$ cat src/rtl/saturating_signed_alu_defines.svh
// Assertion macros for the saturating signed ALU.
`ifndef SATURATING_SIGNED_ALU_DEFINES_SVH
`define SATURATING_SIGNED_ALU_DEFINES_SVH

// Same-cycle implication, checked outside reset.
`define SSA_ASSERT_NOW(label, ante, cons, msg) \
	label: assert property (@(posedge clk) disable iff (!arst_n) (ante) |-> (cons)) \
		else $error(msg);

// Next-cycle implication, checked outside reset.
`define SSA_ASSERT_NEXT(label, ante, cons, msg) \
	label: assert property (@(posedge clk) disable iff (!arst_n) (ante) |=> (cons)) \
		else $error(msg);

`endif

$ cat src/rtl/ssa_pkg.sv
// Types and constants shared by the saturating signed ALU.
`timescale 1ns / 1ps
`default_nettype none
package ssa_pkg;
	localparam int WIDTH = 32;

	localparam logic [WIDTH-1:0] SMAX = {1'b0, {(WIDTH-1){1'b1}}};
	localparam logic [WIDTH-1:0] SMIN = {1'b1, {(WIDTH-1){1'b0}}};

	typedef enum logic [2:0] {
		OP_ADD = 3'd0,
		OP_SUB = 3'd1,
		OP_NEG = 3'd2,
		OP_MUL = 3'd3,
		OP_DIV = 3'd4,
		OP_MOD = 3'd5
	} op_t;

	typedef enum logic [1:0] {
		ST_OK      = 2'd0,
		ST_RANGE   = 2'd1,
		ST_DIVZERO = 2'd2
	} status_t;

	typedef enum logic [1:0] {
		K_FIX = 2'd0,
		K_MUL = 2'd1,
		K_DIV = 2'd2,
		K_MOD = 2'd3
	} kind_t;

	typedef struct packed {
		logic [2:0]              op;
		logic signed [WIDTH-1:0] a_operand;
		logic signed [WIDTH-1:0] b_operand;
	} req_t;

	typedef struct packed {
		logic signed [WIDTH-1:0] result_value;
		logic [1:0]              status;
	} rsp_t;

	typedef struct packed {
		kind_t              kind;
		logic               neg;
		logic               rem_neg;
		logic [WIDTH-1:0]   fix_val;
		status_t            fix_st;
		logic [WIDTH-1:0]   dvs;
		logic [WIDTH-1:0]   mcand;
		logic [2*WIDTH-1:0] rq;
		logic [2*WIDTH:0]   pr;
	} cell_t;
endpackage
`default_nettype wire

$ cat src/rtl/ssa_cell.sv
// One cell of the chain: one restoring divide step and one shift-add multiply step.
`timescale 1ns / 1ps
`default_nettype none
module ssa_cell (
	input  wire logic          clk,
	input  wire logic          arst_n,
	input  wire logic          en,
	input  wire logic          vld_i,
	input  wire ssa_pkg::cell_t d,
	output logic               vld_q,
	output ssa_pkg::cell_t     cell_q
);
	import ssa_pkg::*;

	logic [WIDTH-1:0] hi;
	logic [WIDTH:0]   t;
	logic [WIDTH:0]   acc;
	cell_t            c;

	assign hi  = d.rq[2*WIDTH-2:WIDTH-1];
	assign t   = {1'b0, hi} - {1'b0, d.dvs};
	assign acc = d.pr[0] ? (d.pr[2*WIDTH:WIDTH] + {1'b0, d.mcand}) : d.pr[2*WIDTH:WIDTH];

	always_comb begin
		c = d;
		if (t[WIDTH]) begin
			c.rq = {hi, d.rq[WIDTH-2:0], 1'b0};
		end else begin
			c.rq = {t[WIDTH-1:0], d.rq[WIDTH-2:0], 1'b1};
		end
		c.pr = {1'b0, acc, d.pr[WIDTH-1:1]};
	end

	always_ff @(posedge clk or negedge arst_n) begin
		if (!arst_n) begin
			vld_q <= 1'b0;
		end else if (en) begin
			vld_q <= vld_i;
		end
	end

	always_ff @(posedge clk) begin
		if (en) begin
			cell_q <= c;
		end
	end
endmodule
`default_nettype wire

$ cat config.mk
export PLATFORM = sky130hd
export DESIGN_NAME = ssa_cell
export DESIGN_NICKNAME = d
export VERILOG_FILES = /design/src/rtl/saturating_signed_alu_defines.svh /design/src/rtl/ssa_pkg.sv /design/src/rtl/ssa_cell.sv
export SDC_FILE = /design/constraint.sdc
export NUM_CORES = 1
export LEC_CHECK = 0
export BUFFER_PORTS_ARGS = -buffer_cell sky130_fd_sc_hd__buf_2
export CORE_AREA = 5 5 177 179
export CTS_CLUSTER_SIZE = 40
export DETAILED_ROUTE_END_ITERATION = 10
export DIE_AREA = 0 0 182 184
export PLACE_DENSITY = 0.66
export SYNTH_ARGS = -nofsm -noshare
export SYNTH_HDL_FRONTEND = slang
export SYNTH_SLANG_ARGS = --single-unit
export TNS_END_PERCENT = 10
$ cat constraint.sdc
create_clock -name clk -period 1.1 [get_ports clk]
set_clock_uncertainty 0.15 [all_clocks]
set_input_delay 0.165 -clock clk [delete_from_list [all_inputs] [get_ports clk]]
set_output_delay 0.165 -clock clk [all_outputs]
set_load 0.01 [all_outputs]
==> impl_metrics.csv <==
group,metric,value,unit
placement,port_buffers,464,
setup_path,cpPeakStageDelay,310,ps
global_routing,grt_max_degree,26,
layout,fillCellCount,1973,
sta,post-route-min-period,2370,ps
clock_tree,clock_sinks,231,
layout,drive_gt1_share,51.2,%
sta,worst_pin_slew,606,ps
route,ant_nets,0,
clock_tree,cts_buffers,25,
placement,routabilityCongestion,0.897,
power_and_ir_drop,ir_worst_vdd,1.21,mV
setup_path,cp_cell_sequence,"buf_2 > ha_1 > a21o_1 > a21o_1 > a21oi_2 > nor2_2 > o41ai_2 > buf_4 > o21ai_4 > nor2_8 > clkinv_8 > buf_12 > mux2_4",
global_routing,grt_pass1_vias,11800,
placement,dpl_cell_area,16200,µm²
global_routing,grt_util_all_layers,25.0,%
setup_path,crit_type,"input pin to register",
route,postRouteWirelength,46400,µm
clock_tree,clk_pin_slew,60,ps
clock_tree,clk_path_buf_depth,3,
min_path,min_path_type,"input pin to register",
route,route.met3.wl,3380,µm
route,vias_per_cell,4.98,
flow_run,max-cap-violations,0,
route,topRoutingLayerUsed,"met5",
synth,synth_warnings,0,
clock_tree,root_buffer,"clkbuf_16",
die,initial_core_util,38.4,%
sta,fmax,0.422,GHz
route,drt-met1-wl,16500,µm
clock_tree,cts_tree,"done",
setup_path,slowest_stage,"o41ai_2",
synth,synth.distinct_cells,65,
layout,syn2layout_area_growth,82.7,%
placement,dp_hpwl,32100,µm
setup_path,startpoint_type,"input pin",
die,die_area,33500,µm²
synth,ys_ff_latch,231,
setup_path,critPathMaxFanout,6,
synth,synth_edf_count,230,
sta,setup_viol_count_final,384,
synth,synthFlopType,"edfxtp_1",
placement,pre_cts_ws,-2060,ps
route,first_pass_iters,6,
sta,hold_viol,4,
power_and_ir_drop,power.leakage,9.11,nW
synth,ys_seq_area_share,61.3,%
global_routing,antenna_found_initial,18,
sta,period_share,215,%
synth,synth_area_per_cell,13.4,µm²
setup_path,endpoint_kind,"register",
layout,nets,2126,
route,vias,11200,
synth,syn_area,11300,µm²
die,core,29400,µm²
global_routing,grt_first_pass_wirelength,65700,µm
sta,rsz0062_at_grt,"yes",
synth,synth_cells,845,
die,row_count,63,
power_and_ir_drop,power.density,1300,nW/µm²
route,wl_met2,24800,µm
sta,slew_viol_final,0,
layout,final_area,20600,µm²
global_routing,grt-ovfl-total,0,
sta,setup_slack,-1270,ps
route,drc,0,
die,die_w,182,µm
route,drt_iter0_drc,750,
layout,final_cell_mix,"buf_2, buf_4, dlygate4sd3_1, edfxtp_1, a21oi_1",
setup_path,crit_top_cell,"a21o_1",
sta,max_slew_margin,59.1,%
clock_tree,h-tree-depth,1,
setup_path,crit_required,1230,ps
run_status,violations,"hold timing, setup timing",
sta,fin_hold_ws,-337,ps
synth,syn-num-nets,1146,
layout,mostFrequentLayoutCell,"buf_2",
run_status,status,"finished with violations",
die,die_h,184,µm
clock_tree,insertion_delay,530,ps
synth,synthArstFlopShare,0.433,%
setup_path,worstPathArrival,2500,ps
die,ioPinCount,467,
route,wire_per_inst,20.7,µm
critical path, delay by kind of cell:
| family | cells | cell delay (ps) |
|---|---|---|
| AOI/OAI and AO/OA | 5 | 910 |
| adders and majority gates | 1 | 300 |
| buffers and inverters | 4 | 580 |
| muxes | 1 | 300 |
| and+or+nand+nor | 2 | 230 |
through the flow:
stage                     utilization [%]  cells  power [W]  hold WS (ps)  TNS [ps]
after floorplan                         -    845     0.0138          -281    -87710
final                                70.2   2244     0.0268          -337   -147880
after CTS                            67.3   2220     0.0261          -353   -179720
after global placement               55.0   1936     0.0170          -204   -107980
after global routing                 70.2   2244     0.0280          -368   -161950
after detailed placement             55.0   1936     0.0171          -204   -111830
final cells by class:
class / instances / area (µm²) / share of cell area [%]
sequential: 231 / 6930 / 33.6
inverter: 51 / 219 / 1.06
clock buffer: 28 / 637 / 3.09
multi-input combinational: 545 / 5040 / 24.4
timing repair buffer: 971 / 7170 / 34.8
tap: 390 / 488 / 2.36
clock inverter: 15 / 115 / 0.558
antenna: 13 / 32.5 / 0.158
report_power, final:
part,leakage [nW],internal [W],switching (W)
Sequential,2.26,0.0107,0.000295
Combinational,6.50,0.00416,0.00374
Clock,0.354,0.00440,0.00357
Total,9.11,0.0192,0.00760
worst paths after layout:
check                                       start                    end  slack, ps  cells after the start
worst min register to register  vld_q$_DFFE_PN0P_      vld_q$_DFFE_PN0P_        400                      1
min in group asynchronous                  arst_n      vld_q$_DFFE_PN0P_        450                      3
max in group asynchronous                  arst_n      vld_q$_DFFE_PN0P_        240                      3
worst max-delay path                       d[121]  cell_q[112]$_DFFE_PP_      -1270                     13
worst max register to register  vld_q$_DFFE_PN0P_      vld_q$_DFFE_PN0P_        180                      1
worst min-delay path                       d[129]  cell_q[129]$_DFFE_PP_       -340                      1
registers in the layout, indices dropped and copies added, names as in the netlist:
| register | cells |
|---|---|
| cell_q | 230 |
| vld_q | 1 |
synth_stat cells, types with 13 or more instances:
| library cell | instances | area share, % |
|---|---|---|
| o21a_1 | 14 | 0.93 |
| a21oi_1 | 78 | 3.5 |
| o31ai_1 | 13 | 0.86 |
| a21o_1 | 29 | 1.9 |
| inv_1 | 49 | 1.6 |
| nor2_1 | 34 | 1.1 |
| ha_1 | 64 | 7.1 |
| o21ai_0 | 31 | 1.4 |
| nand2_1 | 44 | 1.5 |
| nor3_1 | 20 | 0.89 |
| xnor2_1 | 33 | 2.6 |
| xor2_1 | 13 | 1.0 |
| mux2_2 | 29 | 2.9 |
| edfxtp_1 | 230 | 61 |
per-layer routing:
metal	GRT usage [%]	up-vias
met5	0	-
met4	8.20	10
met3	5.84	110
met2	46.9	466
met1	27.9	5363
li1	-	5233
repair_timing:
action | 4_1_cts | 5_1_grt
gates resized for setup | 110 | 144
pin swaps | 44 | 70
hold endpoints to repair | 264 | 13
hold buffers | 231 | 1
setup buffers | 11 | 12
cloned | 1 | 0
endpoints found under the setup margin | 293 | 524
kinds of logic after synthesis:
family | count (synthesis) | share of synthesized area, %
flip-flops | 231 | 61.3
XOR/XNOR | 46 | 3.57
multiplexers | 42 | 4.57
AND/OR/NAND/NOR | 157 | 6.85
other | 1 | 0.0332
AO/OA/AOI/OAI | 233 | 13.6
adder cells (fa/ha/maj) | 66 | 7.44
buffers and inverters | 69 | 2.58
(Power assumes the default switching activity.)
