`config.mk`:
```
export PLATFORM = sky130hd
export DESIGN_NAME = ssa_post
export DESIGN_NICKNAME = d
export VERILOG_FILES = /design/src/rtl/saturating_signed_alu_defines.svh /design/src/rtl/ssa_pkg.sv /design/src/rtl/ssa_post.sv
export SDC_FILE = /design/constraint.sdc
export NUM_CORES = 1
export LEC_CHECK = 0
export BUFFER_PORTS_ARGS = -buffer_cell sky130_fd_sc_hd__buf_4
export CORE_ASPECT_RATIO = 0.9
export CORE_MARGIN = 2
export CORE_UTILIZATION = 43
export DETAILED_ROUTE_END_ITERATION = 8
export HOLD_SLACK_MARGIN = 0.05
export PLACE_DENSITY = 0.75
export SLEW_MARGIN = 25
export SYNTH_ARGS = -nofsm -noshare
export SYNTH_HDL_FRONTEND = slang
export SYNTH_SLANG_ARGS = --single-unit
export TNS_END_PERCENT = 50
```
`constraint.sdc`:
```
create_clock -name clk -period 0.86 [get_ports clk]
set_input_delay 0.172 -clock clk [delete_from_list [all_inputs] [get_ports clk]]
set_output_delay 0.172 -clock clk [all_outputs]
set_load 0.05 [all_outputs]
```
`src/rtl/saturating_signed_alu_defines.svh`:
```
// Assertion macros for the saturating signed ALU.
`ifndef SATURATING_SIGNED_ALU_DEFINES_SVH
`define SATURATING_SIGNED_ALU_DEFINES_SVH

// Same-cycle implication, checked outside reset.
`define SSA_ASSERT_NOW(label, ante, cons, msg) \
	label: assert property (@(posedge clk) disable iff (!arst_n) (ante) |-> (cons)) \
		else $error(msg);

// Next-cycle implication, checked outside reset.
`define SSA_ASSERT_NEXT(label, ante, cons, msg) \
	label: assert property (@(posedge clk) disable iff (!arst_n) (ante) |=> (cons)) \
		else $error(msg);

`endif

```
`src/rtl/ssa_pkg.sv`:
```
// Types and constants shared by the saturating signed ALU.
`timescale 1ns / 1ps
`default_nettype none
package ssa_pkg;
	localparam int WIDTH = 32;

	localparam logic [WIDTH-1:0] SMAX = {1'b0, {(WIDTH-1){1'b1}}};
	localparam logic [WIDTH-1:0] SMIN = {1'b1, {(WIDTH-1){1'b0}}};

	typedef enum logic [2:0] {
		OP_ADD = 3'd0,
		OP_SUB = 3'd1,
		OP_NEG = 3'd2,
		OP_MUL = 3'd3,
		OP_DIV = 3'd4,
		OP_MOD = 3'd5
	} op_t;

	typedef enum logic [1:0] {
		ST_OK      = 2'd0,
		ST_RANGE   = 2'd1,
		ST_DIVZERO = 2'd2
	} status_t;

	typedef enum logic [1:0] {
		K_FIX = 2'd0,
		K_MUL = 2'd1,
		K_DIV = 2'd2,
		K_MOD = 2'd3
	} kind_t;

	typedef struct packed {
		logic [2:0]              op;
		logic signed [WIDTH-1:0] a_operand;
		logic signed [WIDTH-1:0] b_operand;
	} req_t;

	typedef struct packed {
		logic signed [WIDTH-1:0] result_value;
		logic [1:0]              status;
	} rsp_t;

	typedef struct packed {
		kind_t              kind;
		logic               neg;
		logic               rem_neg;
		logic [WIDTH-1:0]   fix_val;
		status_t            fix_st;
		logic [WIDTH-1:0]   dvs;
		logic [WIDTH-1:0]   mcand;
		logic [2*WIDTH-1:0] rq;
		logic [2*WIDTH:0]   pr;
	} cell_t;
endpackage
`default_nettype wire

```
`src/rtl/ssa_post.sv`:
```
// Exit stage: sign fix, multiply saturation and the output register.
`timescale 1ns / 1ps
`default_nettype none
module ssa_post (
	input  wire logic          clk,
	input  wire logic          arst_n,
	input  wire logic          en,
	input  wire logic          vld_i,
	input  wire ssa_pkg::cell_t d,
	output logic               vld_q,
	output ssa_pkg::rsp_t      rsp_q
);
	import ssa_pkg::*;

	logic [2*WIDTH-1:0] p;
	logic [WIDTH-1:0]   lim, q, r;
	rsp_t               o;

	assign p   = d.pr[2*WIDTH-1:0];
	assign lim = d.neg ? SMIN : SMAX;
	assign q   = d.rq[WIDTH-1:0];
	assign r   = d.rq[2*WIDTH-1:WIDTH];

	always_comb begin
		o.result_value = d.fix_val;
		o.status       = d.fix_st;
		case (d.kind)
			K_MUL: begin
				if (p > {{WIDTH{1'b0}}, lim}) begin
					o.result_value = d.neg ? SMIN : SMAX;
					o.status       = ST_RANGE;
				end else begin
					o.result_value = d.neg ? (~p[WIDTH-1:0] + 1'b1) : p[WIDTH-1:0];
					o.status       = ST_OK;
				end
			end
			K_DIV: begin
				o.result_value = d.neg ? (~q + 1'b1) : q;
				o.status       = ST_OK;
			end
			K_MOD: begin
				o.result_value = d.rem_neg ? (~r + 1'b1) : r;
				o.status       = ST_OK;
			end
			default: o.status = d.fix_st;
		endcase
	end

	always_ff @(posedge clk or negedge arst_n) begin
		if (!arst_n) begin
			vld_q <= 1'b0;
		end else if (en) begin
			vld_q <= vld_i;
		end
	end

	always_ff @(posedge clk) begin
		if (en) begin
			rsp_q <= o;
		end
	end
endmodule
`default_nettype wire
```
==> impl_metrics.csv <==
group,metric,value,unit
clock_tree,cts_sinks,35,
floorplanning,die_w,120,µm
power,p_int,5.48,mW
yosys,synth_seq_area_share,0.200,
finish,drive_gt1_frac,0.520,
yosys,async_reset_ff_frac,0.0286,
power,p_leak,4.24,nW
clock_tree,clock-root-buffer,"clkbuf_16",
critical_path,cp.arrival,2.71,ns
finish,nets,1351,
floorplanning,die_area,13100,µm²
sta,drv_slew,0,
critical_path,cp_slowest_cell,"nor3_4",
detailed_routing,dr_total_vias,7581,
yosys,synth_most_common_cell,"nor2_1",
critical_path,timing.critical_path.mode_cell,"nand4_1",
yosys,yosysTopAreaCellShare,0.195,
critical_path,r2r_slack,0.09,ns
placed_design,place_worst_setup_slack,-2.14,ns
yosys,synth.area.top_cells,"edfxtp_1 20%, ha_1 8.4%, xor2_1 6.7%",
clock_tree,cts_tree,"done",
flow_run,max_cap_violations,0,
critical_path,critPathRequiredTime,0.99,ns
clock_tree,htree_levels,2,
detailed_routing,dr.pass1.iters,5,
power,p_per_area,916,nW/µm²
yosys,yosys_register_bits,35,
critical_path,cp-startpoint,"d[228]",
grt,grt_pass1_vias,7359,
yosys,syn_area,5230,µm²
min_path,whs_endpoint,"vld_q",
sta,finalClockSkew,0,ns
floorplanning,initial_core_util,0.437,
finish,syn_to_final_growth,85.8,%
clock_tree,numCtsBuffers,5,
finish,fin_cells,1242,
placed_design,gp_congestion,0.974,
critical_path,worstPathCellList,"buf_16, buf_8, ha_4, nand4_1, nor3_2, buf_4, nand4_1, buf_4, nor3_4, a211o_1, buf_6, buf_8, nand4_1, o21ai_2",
yosys,yosys_most_used_dff,"edfxtp_1",
critical_path,worst_r2r_endpoint,"vld_q",
power,pwr-share-seq,0.251,
grt,grt_max_degree,36,
yosys,synth_warnings,0,
sta,min_period,2.58,ns
run_status,status,"finished, violations left",
floorplanning,pin_count,270,
detailed_routing,drc,0,
yosys,synth_edf_count,34,
floorplanning,num_rows,38,
min_path,hp-start,"vld_i",
sta,clock.fmax,387,MHz
yosys,postSynthAreaPerCell,7.96,µm²
critical_path,max_stage_delay,0.27,ns
power,combPwrFrac,0.541,
critical_path,critical_path.endpoint_type,"flip-flop",
detailed_routing,drt_iter0_drc,720,
sta,tightestPinTransition,0.481,ns
critical_path,r2r_start,"vld_q",
clock_tree,path_clk_slew,0.06,ns
power,swShare,0.385,
critical_path,startpoint_type,"input pin",
sta,finalCritPeriodShare,3.00,
detailed_routing,drt_wl_total,25.8,mm
sta,hold_viol,0,
detailed_routing,ant_nets,0,
power,ir_worst_vdd,1.27,mV
finish,antenna_cells,0,
critical_path,crit_family,"simple AND/OR/NAND/NOR gates",
placed_design,numPlacedInstances,1212,
placed_design,port_buffers,204,
power,power.switching,3.43,mW
run_status,violations,"setup timing",
clock_tree,clockBufferDepth,2,
floorplanning,die_h,109,µm
sta,rsz0062_at_grt,"yes",
min_path,min_path_type,"in2reg",
critical_path,worst-setup-path-type,"in2reg",
critical_path,crit_fanout,8,
detailed_routing,vias_per_cell,6.10,
power,pwr-share-clk,0.208,
floorplanning,core,12000,µm²
sta,relSlewSlack,0.676,
min_path,whs_path_depth,2,
detailed_routing,wl_per_cell,20.7,µm
yosys,synth_top_cell_by_area,"edfxtp_1",
clock_tree,clkLatencyLatePin,0.29,ns
critical_path,rr_worst_depth,1,
grt,antenna_found_initial,0,
yosys,syn-num-nets,927,
sta,setup-violations-final,68,
grt,grt_pass1_wl,37.0,mm
grt,grt_use_total,0.360,
yosys,synth_common_cells,"55 x nor2_1, 48 x nand2_1, 43 x a21oi_1, 40 x xor2_1, 39 x o21ai_0",
yosys,synthCells,657,
sta,setup_slack,-1.72,ns
finish,final.fill_count,771,
critical_path,cp_num_buf_inv,6,
grt,grt-ovfl-total,0,
yosys,synth.distinct_cells,69,
placed_design,dpl.hpwl,18.8,mm
worst max path at each step:
stage | to | slack, ns | depth (start not counted)
6_report | rsp_q[26] | -1.72 | 14
4_1_cts | rsp_q[25] | -1.60 | 11
2_1_floorplan | rsp_q[25] | -1.97 | 13
5_1_grt | rsp_q[24] | -1.83 | 12
3_5_place_dp | rsp_q[25] | -2.14 | 9
3_3_place_gp | rsp_q[25] | -2.07 | 11
sequential cells by signal, indices dropped and copies added, names as in the netlist:
| register | count |
|---|---|
| vld_q | 1 |
| rsp_q | 34 |
placed cells by master, fill, tap and decap left out, types with 11 or more instances in the layout:
cell        n
nor3_1     18
nand2_1    46
xnor2_1    31
ha_4       20
buf_6      47
nand3_1    20
o21ai_0    27
o31ai_1    14
ha_1       15
xor2_1     40
mux2i_1    11
nor4_1     15
edfxtp_1   34
a21oi_1    35
buf_4     396
nor2_1     53
o41ai_1    15
inv_1      13
kinds of logic after synthesis:
family / count (synthesis) / share of synthesized area
compound gates: 202 / 0.268
xor+xnor: 71 / 0.119
fa+ha+maj: 35 / 0.0837
buf+inv: 50 / 0.0392
flops: 35 / 0.200
mux: 20 / 0.0433
simple gates: 244 / 0.247
power groups by stage:
stage	clock network [mW]	registers (mW)	logic [mW]
after floorplan	0	2.86	1.30
after global placement	0	2.23	4.04
after detailed placement	0	2.22	4.16
after CTS	1.82	2.23	4.53
after global routing	1.90	2.25	5.04
final	1.85	2.24	4.82
cell type report:
class                           instances  area, µm²  area share
Clock buffer                            5        125      0.0129
Clock inverter                          3       20.0     0.00206
Inverter                               14       65.1     0.00669
Multi-Input combinational cell        572       4570       0.470
Sequential cell                        35       1050       0.108
Tap cell                              160        200      0.0206
Timing Repair Buffer                  453       3700       0.381
timing repair:
action                     CTS  global route
cloned                       2             0
setup buffers                9            11
hold buffers                 1             0
pin swaps                   26            21
setup endpoints to repair   69            69
hold endpoints to repair     1             0
resized for setup          114            43
through the flow:
stage | total power, mW | hold WS (ns) | utilization | cell area [µm²] | setup TNS, ns
final | 8.91 | 0.128 | 0.811 | 9720 | -59.95
after global routing | 9.19 | 0.122 | 0.811 | 9720 | -63.38
after CTS | 8.58 | 0.122 | 0.785 | 9400 | -53.32
after detailed placement | 6.39 | -0.0521 | 0.718 | 8600 | -67.05
after global placement | 6.27 | -0.0527 | 0.718 | 8600 | -63.95
after floorplan | 4.16 | -0.124 | - | 5340 | -54.58
layer usage:
| metal | vias to the layer above | track usage | wire length [µm] |
|---|---|---|---|
| met3 | 88 | 0.0669 | 2320 |
| met4 | 0 | 0.117 | 1090 |
| met1 | 3577 | 0.447 | 9790 |
| met5 | - | 0 | 0 |
| li1 | 3421 | - | - |
| met2 | 495 | 0.633 | 12600 |
Power figures use the tool's default switching activity.
