## config.mk

```make
export PLATFORM = sky130hd
export DESIGN_NAME = ssa_prep
export DESIGN_NICKNAME = d
export VERILOG_FILES = /design/src/rtl/saturating_signed_alu_defines.svh /design/src/rtl/ssa_pkg.sv /design/src/rtl/ssa_prep.sv
export SDC_FILE = /design/constraint.sdc
export NUM_CORES = 1
export LEC_CHECK = 0
export BUFFER_PORTS_ARGS = -buffer_cell sky130_fd_sc_hd__buf_2
export CAP_MARGIN = 40
export CORE_UTILIZATION = 55
export DETAILED_ROUTE_END_ITERATION = 10
export PLACE_DENSITY = 0.84
export SYNTH_ARGS = -nofsm -noshare
export SYNTH_HDL_FRONTEND = slang
export SYNTH_SLANG_ARGS = --single-unit
```

## constraint.sdc

```tcl
create_clock -name clk -period 1.7 [get_ports clk]
set_input_delay 0.34 -clock clk [delete_from_list [all_inputs] [get_ports clk]]
set_output_delay 0.34 -clock clk [all_outputs]
set_load 0.02 [all_outputs]
```

## src/rtl/saturating_signed_alu_defines.svh

```systemverilog
// Assertion macros for the saturating signed ALU.
`ifndef SATURATING_SIGNED_ALU_DEFINES_SVH
`define SATURATING_SIGNED_ALU_DEFINES_SVH

// Same-cycle implication, checked outside reset.
`define SSA_ASSERT_NOW(label, ante, cons, msg) \
	label: assert property (@(posedge clk) disable iff (!arst_n) (ante) |-> (cons)) \
		else $error(msg);

// Next-cycle implication, checked outside reset.
`define SSA_ASSERT_NEXT(label, ante, cons, msg) \
	label: assert property (@(posedge clk) disable iff (!arst_n) (ante) |=> (cons)) \
		else $error(msg);

`endif

```

## src/rtl/ssa_pkg.sv

```systemverilog
// Types and constants shared by the saturating signed ALU.
`timescale 1ns / 1ps
`default_nettype none
package ssa_pkg;
	localparam int WIDTH = 32;

	localparam logic [WIDTH-1:0] SMAX = {1'b0, {(WIDTH-1){1'b1}}};
	localparam logic [WIDTH-1:0] SMIN = {1'b1, {(WIDTH-1){1'b0}}};

	typedef enum logic [2:0] {
		OP_ADD = 3'd0,
		OP_SUB = 3'd1,
		OP_NEG = 3'd2,
		OP_MUL = 3'd3,
		OP_DIV = 3'd4,
		OP_MOD = 3'd5
	} op_t;

	typedef enum logic [1:0] {
		ST_OK      = 2'd0,
		ST_RANGE   = 2'd1,
		ST_DIVZERO = 2'd2
	} status_t;

	typedef enum logic [1:0] {
		K_FIX = 2'd0,
		K_MUL = 2'd1,
		K_DIV = 2'd2,
		K_MOD = 2'd3
	} kind_t;

	typedef struct packed {
		logic [2:0]              op;
		logic signed [WIDTH-1:0] a_operand;
		logic signed [WIDTH-1:0] b_operand;
	} req_t;

	typedef struct packed {
		logic signed [WIDTH-1:0] result_value;
		logic [1:0]              status;
	} rsp_t;

	typedef struct packed {
		kind_t              kind;
		logic               neg;
		logic               rem_neg;
		logic [WIDTH-1:0]   fix_val;
		status_t            fix_st;
		logic [WIDTH-1:0]   dvs;
		logic [WIDTH-1:0]   mcand;
		logic [2*WIDTH-1:0] rq;
		logic [2*WIDTH:0]   pr;
	} cell_t;
endpackage
`default_nettype wire

```

## src/rtl/ssa_prep.sv

```systemverilog
// Entry stage: direct add/sub/negate results, special cases and magnitudes.
`timescale 1ns / 1ps
`default_nettype none
module ssa_prep (
	input  wire logic         clk,
	input  wire logic         arst_n,
	input  wire logic         en,
	input  wire logic         vld_i,
	input  wire ssa_pkg::req_t d,
	output logic              vld_q,
	output ssa_pkg::cell_t    cell_q
);
	import ssa_pkg::*;

	logic [WIDTH-1:0] a, b, mag_a, mag_b;
	logic [WIDTH:0]   s;
	cell_t            c;

	assign a     = d.a_operand;
	assign b     = d.b_operand;
	assign mag_a = a[WIDTH-1] ? (~a + 1'b1) : a;
	assign mag_b = b[WIDTH-1] ? (~b + 1'b1) : b;

	always_comb begin
		c         = '0;
		c.kind    = K_FIX;
		c.fix_st  = ST_OK;
		c.neg     = a[WIDTH-1] ^ b[WIDTH-1];
		c.rem_neg = a[WIDTH-1];
		c.dvs     = mag_b;
		c.mcand   = mag_a;
		c.rq      = {{WIDTH{1'b0}}, mag_a};
		c.pr      = {{(WIDTH+1){1'b0}}, mag_b};
		s         = '0;
		unique case (d.op) inside
			OP_ADD, OP_SUB, OP_NEG: begin
				if (d.op == OP_ADD) begin
					s = {a[WIDTH-1], a} + {b[WIDTH-1], b};
				end else if (d.op == OP_SUB) begin
					s = {a[WIDTH-1], a} - {b[WIDTH-1], b};
				end else begin
					s = {(WIDTH+1){1'b0}} - {a[WIDTH-1], a};
				end
				if (s[WIDTH] != s[WIDTH-1]) begin
					c.fix_val = s[WIDTH] ? SMIN : SMAX;
					c.fix_st  = ST_RANGE;
				end else begin
					c.fix_val = s[WIDTH-1:0];
				end
			end
			OP_MUL: c.kind = K_MUL;
			OP_DIV, OP_MOD: begin
				if (b == '0) begin
					c.fix_st = ST_DIVZERO;
				end else if (b == '1 && a == SMIN) begin
					c.fix_val = SMIN;
					c.fix_st  = ST_RANGE;
				end else begin
					c.kind = (d.op == OP_DIV) ? K_DIV : K_MOD;
				end
			end
			default: c.kind = K_FIX;
		endcase
	end

	always_ff @(posedge clk or negedge arst_n) begin
		if (!arst_n) begin
			vld_q <= 1'b0;
		end else if (en) begin
			vld_q <= vld_i;
		end
	end

	always_ff @(posedge clk) begin
		if (en) begin
			cell_q <= c;
		end
	end
endmodule
`default_nettype wire

```

==> results of run 1 <==
-- cells by family after synthesis --
kind of cell / synth area share, %
compound gates: 19.3
xor+xnor: 9.75
mux: 0.900
fa+ha+maj: 8.65
simple gates: 16.7
other cells: 0.0369
flops: 30.4
buf+inv: 14.2
-- per-stage QoR --
stage,hold slack [ns],cells
floorplan,0.0444,1255
global placement,0.115,1901
detailed placement,0.119,1901
CTS,0.182,1939
-- what timing repair did --
action / CTS
hold buffers: 1
buffers inserted: 23
pin swaps: 30
gates cloned: 1
endpoints found under the hold margin: 1
endpoints found under the setup margin: 82
gates resized for setup: 170
-- cell usage after synthesis, drive strengths merged, types with 23 or more instances --
cell,instances
o21ai,75
edfxtp,102
xor2,23
inv,64
clkbuf,45
buf,139
xnor2,90
nor2,89
or3,28
ha,67
nor3,29
a21oi,86
nand2,97
-- per-layer routing --
layer | GRT overflow | global-route usage (%)
met4 | 3 | 70.5
met1 | 0 | 78.5
met2 | 4 | 88.5
met5 | 0 | 59.7
met3 | 0 | 69.8
==> run summary, run 1 <==
status - stopped before the end
stopping stage - global routing (5_1_grt)
stop err - [ERROR GRT-0232] Routing congestion too high. Check the congestion heatmap in the GUI.
remaining global-route overflow - 7
largest net degree at the start of global routing - 71
share of the synthesized area in the top cell type - 30.2%
Yosys reg bits - 103
Synth area leader - edfxtp_1
yosys warns - 0
Post-synth ARST share - 0.971%
clock root cell - clkbuf_16
post-synthesis sequential area ratio - 30.4%
H-tree levels - 3
number of clock sinks - 103
largest cells by area after synthesis - edfxtp_1 30%, buf_4 9.5%, ha_1 8.3%
Placement Setup Slack - -2.10 ns
IO Pins - 303
Starting Density - 56.3%
hpwl dp - 32000 µm
post-GRT worst EP - cell_q[204]$_DFFE_PP_/D
synthesized area per cell - 8.52 µm²
gr usage total - 77.9%
initial antenna violation count - 13
Site Rows - 49
routability cong. - 1.08
PortBufs - 237
Synth Flop Type - edfxtp_1
Post-Syn Instances - 1191
clock buffer depth - 2
Post-synth EDFFs - 102
Die H - 138 µm
CTS Buf Count - 9
Worst End Pin Type - sequential cell input
die width - 138 µm
Area after DPL - 13800 µm²
Cell variety after synth - 78
Post-Synthesis Cell Area - 10200 µm²
==> run 2, diff against run 1 <==
Settings changed: CORE_UTILIZATION 55 to 40, PLACE_DENSITY 0.84 to default, PLACE_DENSITY_LB_ADDON from default to 0.15.
==> run summary, run 2 <==
worst hold path class - in -> reg
full die area - 26000 µm²
Final Hold Fails - 0
Synth Area in XOR/XNOR - 9.75% (unchanged)
Placement Setup Slack - -2.22 ns (was -2.10 ns)
clock latency on the worst-skew pair - 0.36 ns
Register Area - 3090 µm²
commonest non-fill, non-tap cell in the layout - buf_4
leakage power - 0.00726 µW
Worst slew margin - 54.4%
initial antenna violation count - 0
status - finished, violations left (was stopped before the end)
Post-Synthesis Cell Area - 10200 µm² (unchanged)
critical path startpoint category - input pin
Post-synth EDFFs - 102 (unchanged)
total length of routed wires - 41500 µm
Top reg by flops - cell_q
Inserted Diodes - 0
die width - 161 µm (was 138 µm)
Slew Limit Fails - 0
share of cells above drive strength 1 - 49.8%
final worst slack - -1.42 ns
worst path required time - 1.91 ns
R2R Setup Slk - 0.96 ns
yosys warns - 0 (unchanged)
core area - 24600 µm²
PortBufs - 237 (unchanged)
Synth Area in Compound Gates - 19.3% (unchanged)
Avg Vias per Cell - 5.28
clk_skew - 0 ns
post-synthesis sequential area ratio - 30.4% (unchanged)
post-synthesis mux area share - 0.900% (unchanged)
simple logic cell fraction of the synthesized area - 16.7% (unchanged)
Worst VDD drop - 414 µV
critical path launch point - d[49]
Area after DPL - 14000 µm² (was 13800 µm²)
DR DRC count - 0
Synth top cells by count - 129 x buf_4, 102 x edfxtp_1, 96 x nand2_1 (unchanged)
RSZ-0062 raised after global routing - yes
Design Area, Final - 15900 µm²
Worst-Margin Slew - 0.684 ns
IO Pins - 303 (unchanged)
Pwr Density - 633 nW/µm²
clock root cell - clkbuf_16 (unchanged)
post-DR wirelength/cell - 19.8 µm
fin crit share - 184%
Max Freq - 320 MHz
hpwl dp - 31700 µm (was 32000 µm)
Fillers - 2076
Synth area leader - edfxtp_1 (unchanged)
multi-input logic area - 7040 µm²
Worst setup EP type - flip-flop
Cell variety after synth - 78 (unchanged)
Hold Crit Endpoint - vld_q$_DFFE_PN0P_
largest family of logic cells by synthesized area - compound AO/OA/AOI/OAI gates (unchanged)
largest cells by area after synthesis - edfxtp_1 30%, buf_4 9.5%, ha_1 8.3% (unchanged)
CP arrival - 3.33 ns
first-pass GRT wire length - 60700 µm
Post-synth ARST share - 0.971% (unchanged)
Hold Crit Depth - 2
CTS tree - done
gr usage total - 30.8%
Post-Syn Instances - 1191 (unchanged)
area grow syn2layout - 57.1%
CTS Buf Count - 9 (unchanged)
Site Rows - 57 (was 49)
total iterations of the first detailed-routing run - 5
Largest register FFs - 102
Die H - 161 µm (was 138 µm)
Top Registers - cell_q: 102 flops, vld_q: 1 flops
most frequent cells in the layout - 373 x buf_4, 227 x buf_2, 102 x edfxtp_1, 84 x nor2_1, 82 x xnor2_1
routability cong. - 0.923 (was 1.08)
H-tree levels - 3 (unchanged)
largest net degree at the start of global routing - 56
min-delay src - vld_i
synthesized area per cell - 8.52 µm² (unchanged)
vias in the first global route - 10364
Worst R2R Path Depth - 1
final critical path time including I/O delays and setup - 3.12 ns
Starting Density - 41.3% (was 56.3%)
Routed Antenna Nets - 0
most numerous cell in the Yosys netlist - buf_4 (unchanged)
clock buffer depth - 2 (unchanged)
post-synthesis adder-cell area fraction - 8.65% (unchanged)
Crit Path Max Fanout - 7
Synth Flop Type - edfxtp_1 (unchanged)
drt first-iter violations - 844
Yosys reg bits - 103 (unchanged)
reg2reg end - vld_q$_DFFE_PN0P_
Final setup viols - 83
total of max-cap violations - 0
failing checks - negative setup slack
Final nets - 1903
remaining global-route overflow - 0
worst reg2reg path startpoint - vld_q$_DFFE_PN0P_
clock-pin slew on the worst setup and hold paths - 0.08 ns
number of clock sinks - 103 (unchanged)
share of the synthesized area in the top cell type - 30.2% (unchanged)
Setup Crit Path Kind - in -> reg
via count - 11053
run 2: cell counts after synthesis:
No cell type changed its count.
run 2: cell families (layout without fill, tap and decap cells):
kind of cell,Yosys count,count (layout)
buffers and inverters,248,755
AO/OA/AOI/OAI,304,307
other,1,65
flip-flops,103,103
adder cells (fa/ha/maj),69,69
AND/OR/NAND/NOR,344,347
XOR/XNOR,113,113
multiplexers,9,9
run 2: worst max-delay path: stages:
cell and delay, ns:
buf_8 0.10, or4_4 0.55, buf_6 0.14, nand2b_4 0.14, or2_4 0.23, or4_4 0.49, or3_4 0.38, o211ai_2 0.19
nor3_2 0.07, o41ai_4 0.09, buf_6 0.26, nand2_4 0.16, a31oi_1 0.18
run 2: stage by stage:
step / utilization [%] / hold WS [ns] / power (µW) / std cells / TNS, ns
final: 64.8 / 0.210 / 10100 / 2092 / -74.75
after global routing: 64.8 / 0.212 / 10500 / 2092 / -80.28
after CTS: 61.8 / 0.207 / 9840 / 2061 / -71.18
after detailed placement: 56.9 / 0.116 / 7460 / 2018 / -121.32
after global placement: 56.9 / 0.115 / 7450 / 2018 / -119.12
after floorplan: - / 0.0444 / 5750 / 1255 / -68.87
run 2: layer usage:
layer / GRT usage (%) / wire length (µm)
met2: 50.0 / 19300
met1: 43.1 / 18600
met3: 3.36 / 2490
met4: 8.92 / 1100
met5: 0 / 0
run 2: how the worst max path moves through the flow:
stage | to | cells past startpoint
after global placement | cell_q[225]$_DFFE_PP_ | 17
after global routing | cell_q[206]$_DFFE_PP_ | 17
final | cell_q[224]$_DFFE_PP_ | 13
after detailed placement | cell_q[219]$_DFFE_PP_ | 17
after CTS | cell_q[204]$_DFFE_PP_ | 18
after floorplan | cell_q[200]$_DFFE_PP_ | 13
run 2: report_power, final:
part	total [µW]	switching [µW]	internal, µW
Clock	2150	1130	1010
Sequential	3230	122	3110
Combinational	4720	2720	2000
run 2: cell type report:
cell class	count	area share [%]
multi-input cells	910	44.2
repair buffers	675	30.5
flip-flops and latches	103	19.4
well taps	324	2.54
inverters	64	1.64
clock buffers	9	1.41
clock inverters	7	0.345
run 2: repair_timing:
action,CTS,global route
pin swaps,27,42
buffers inserted,24,38
cloned,5,1
hold buffers,1,0
endpoints found under the setup margin,84,84
gates resized for setup,147,125
hold endpoints to repair,1,0
No activity file was read; power rests on OpenSTA's default activity.
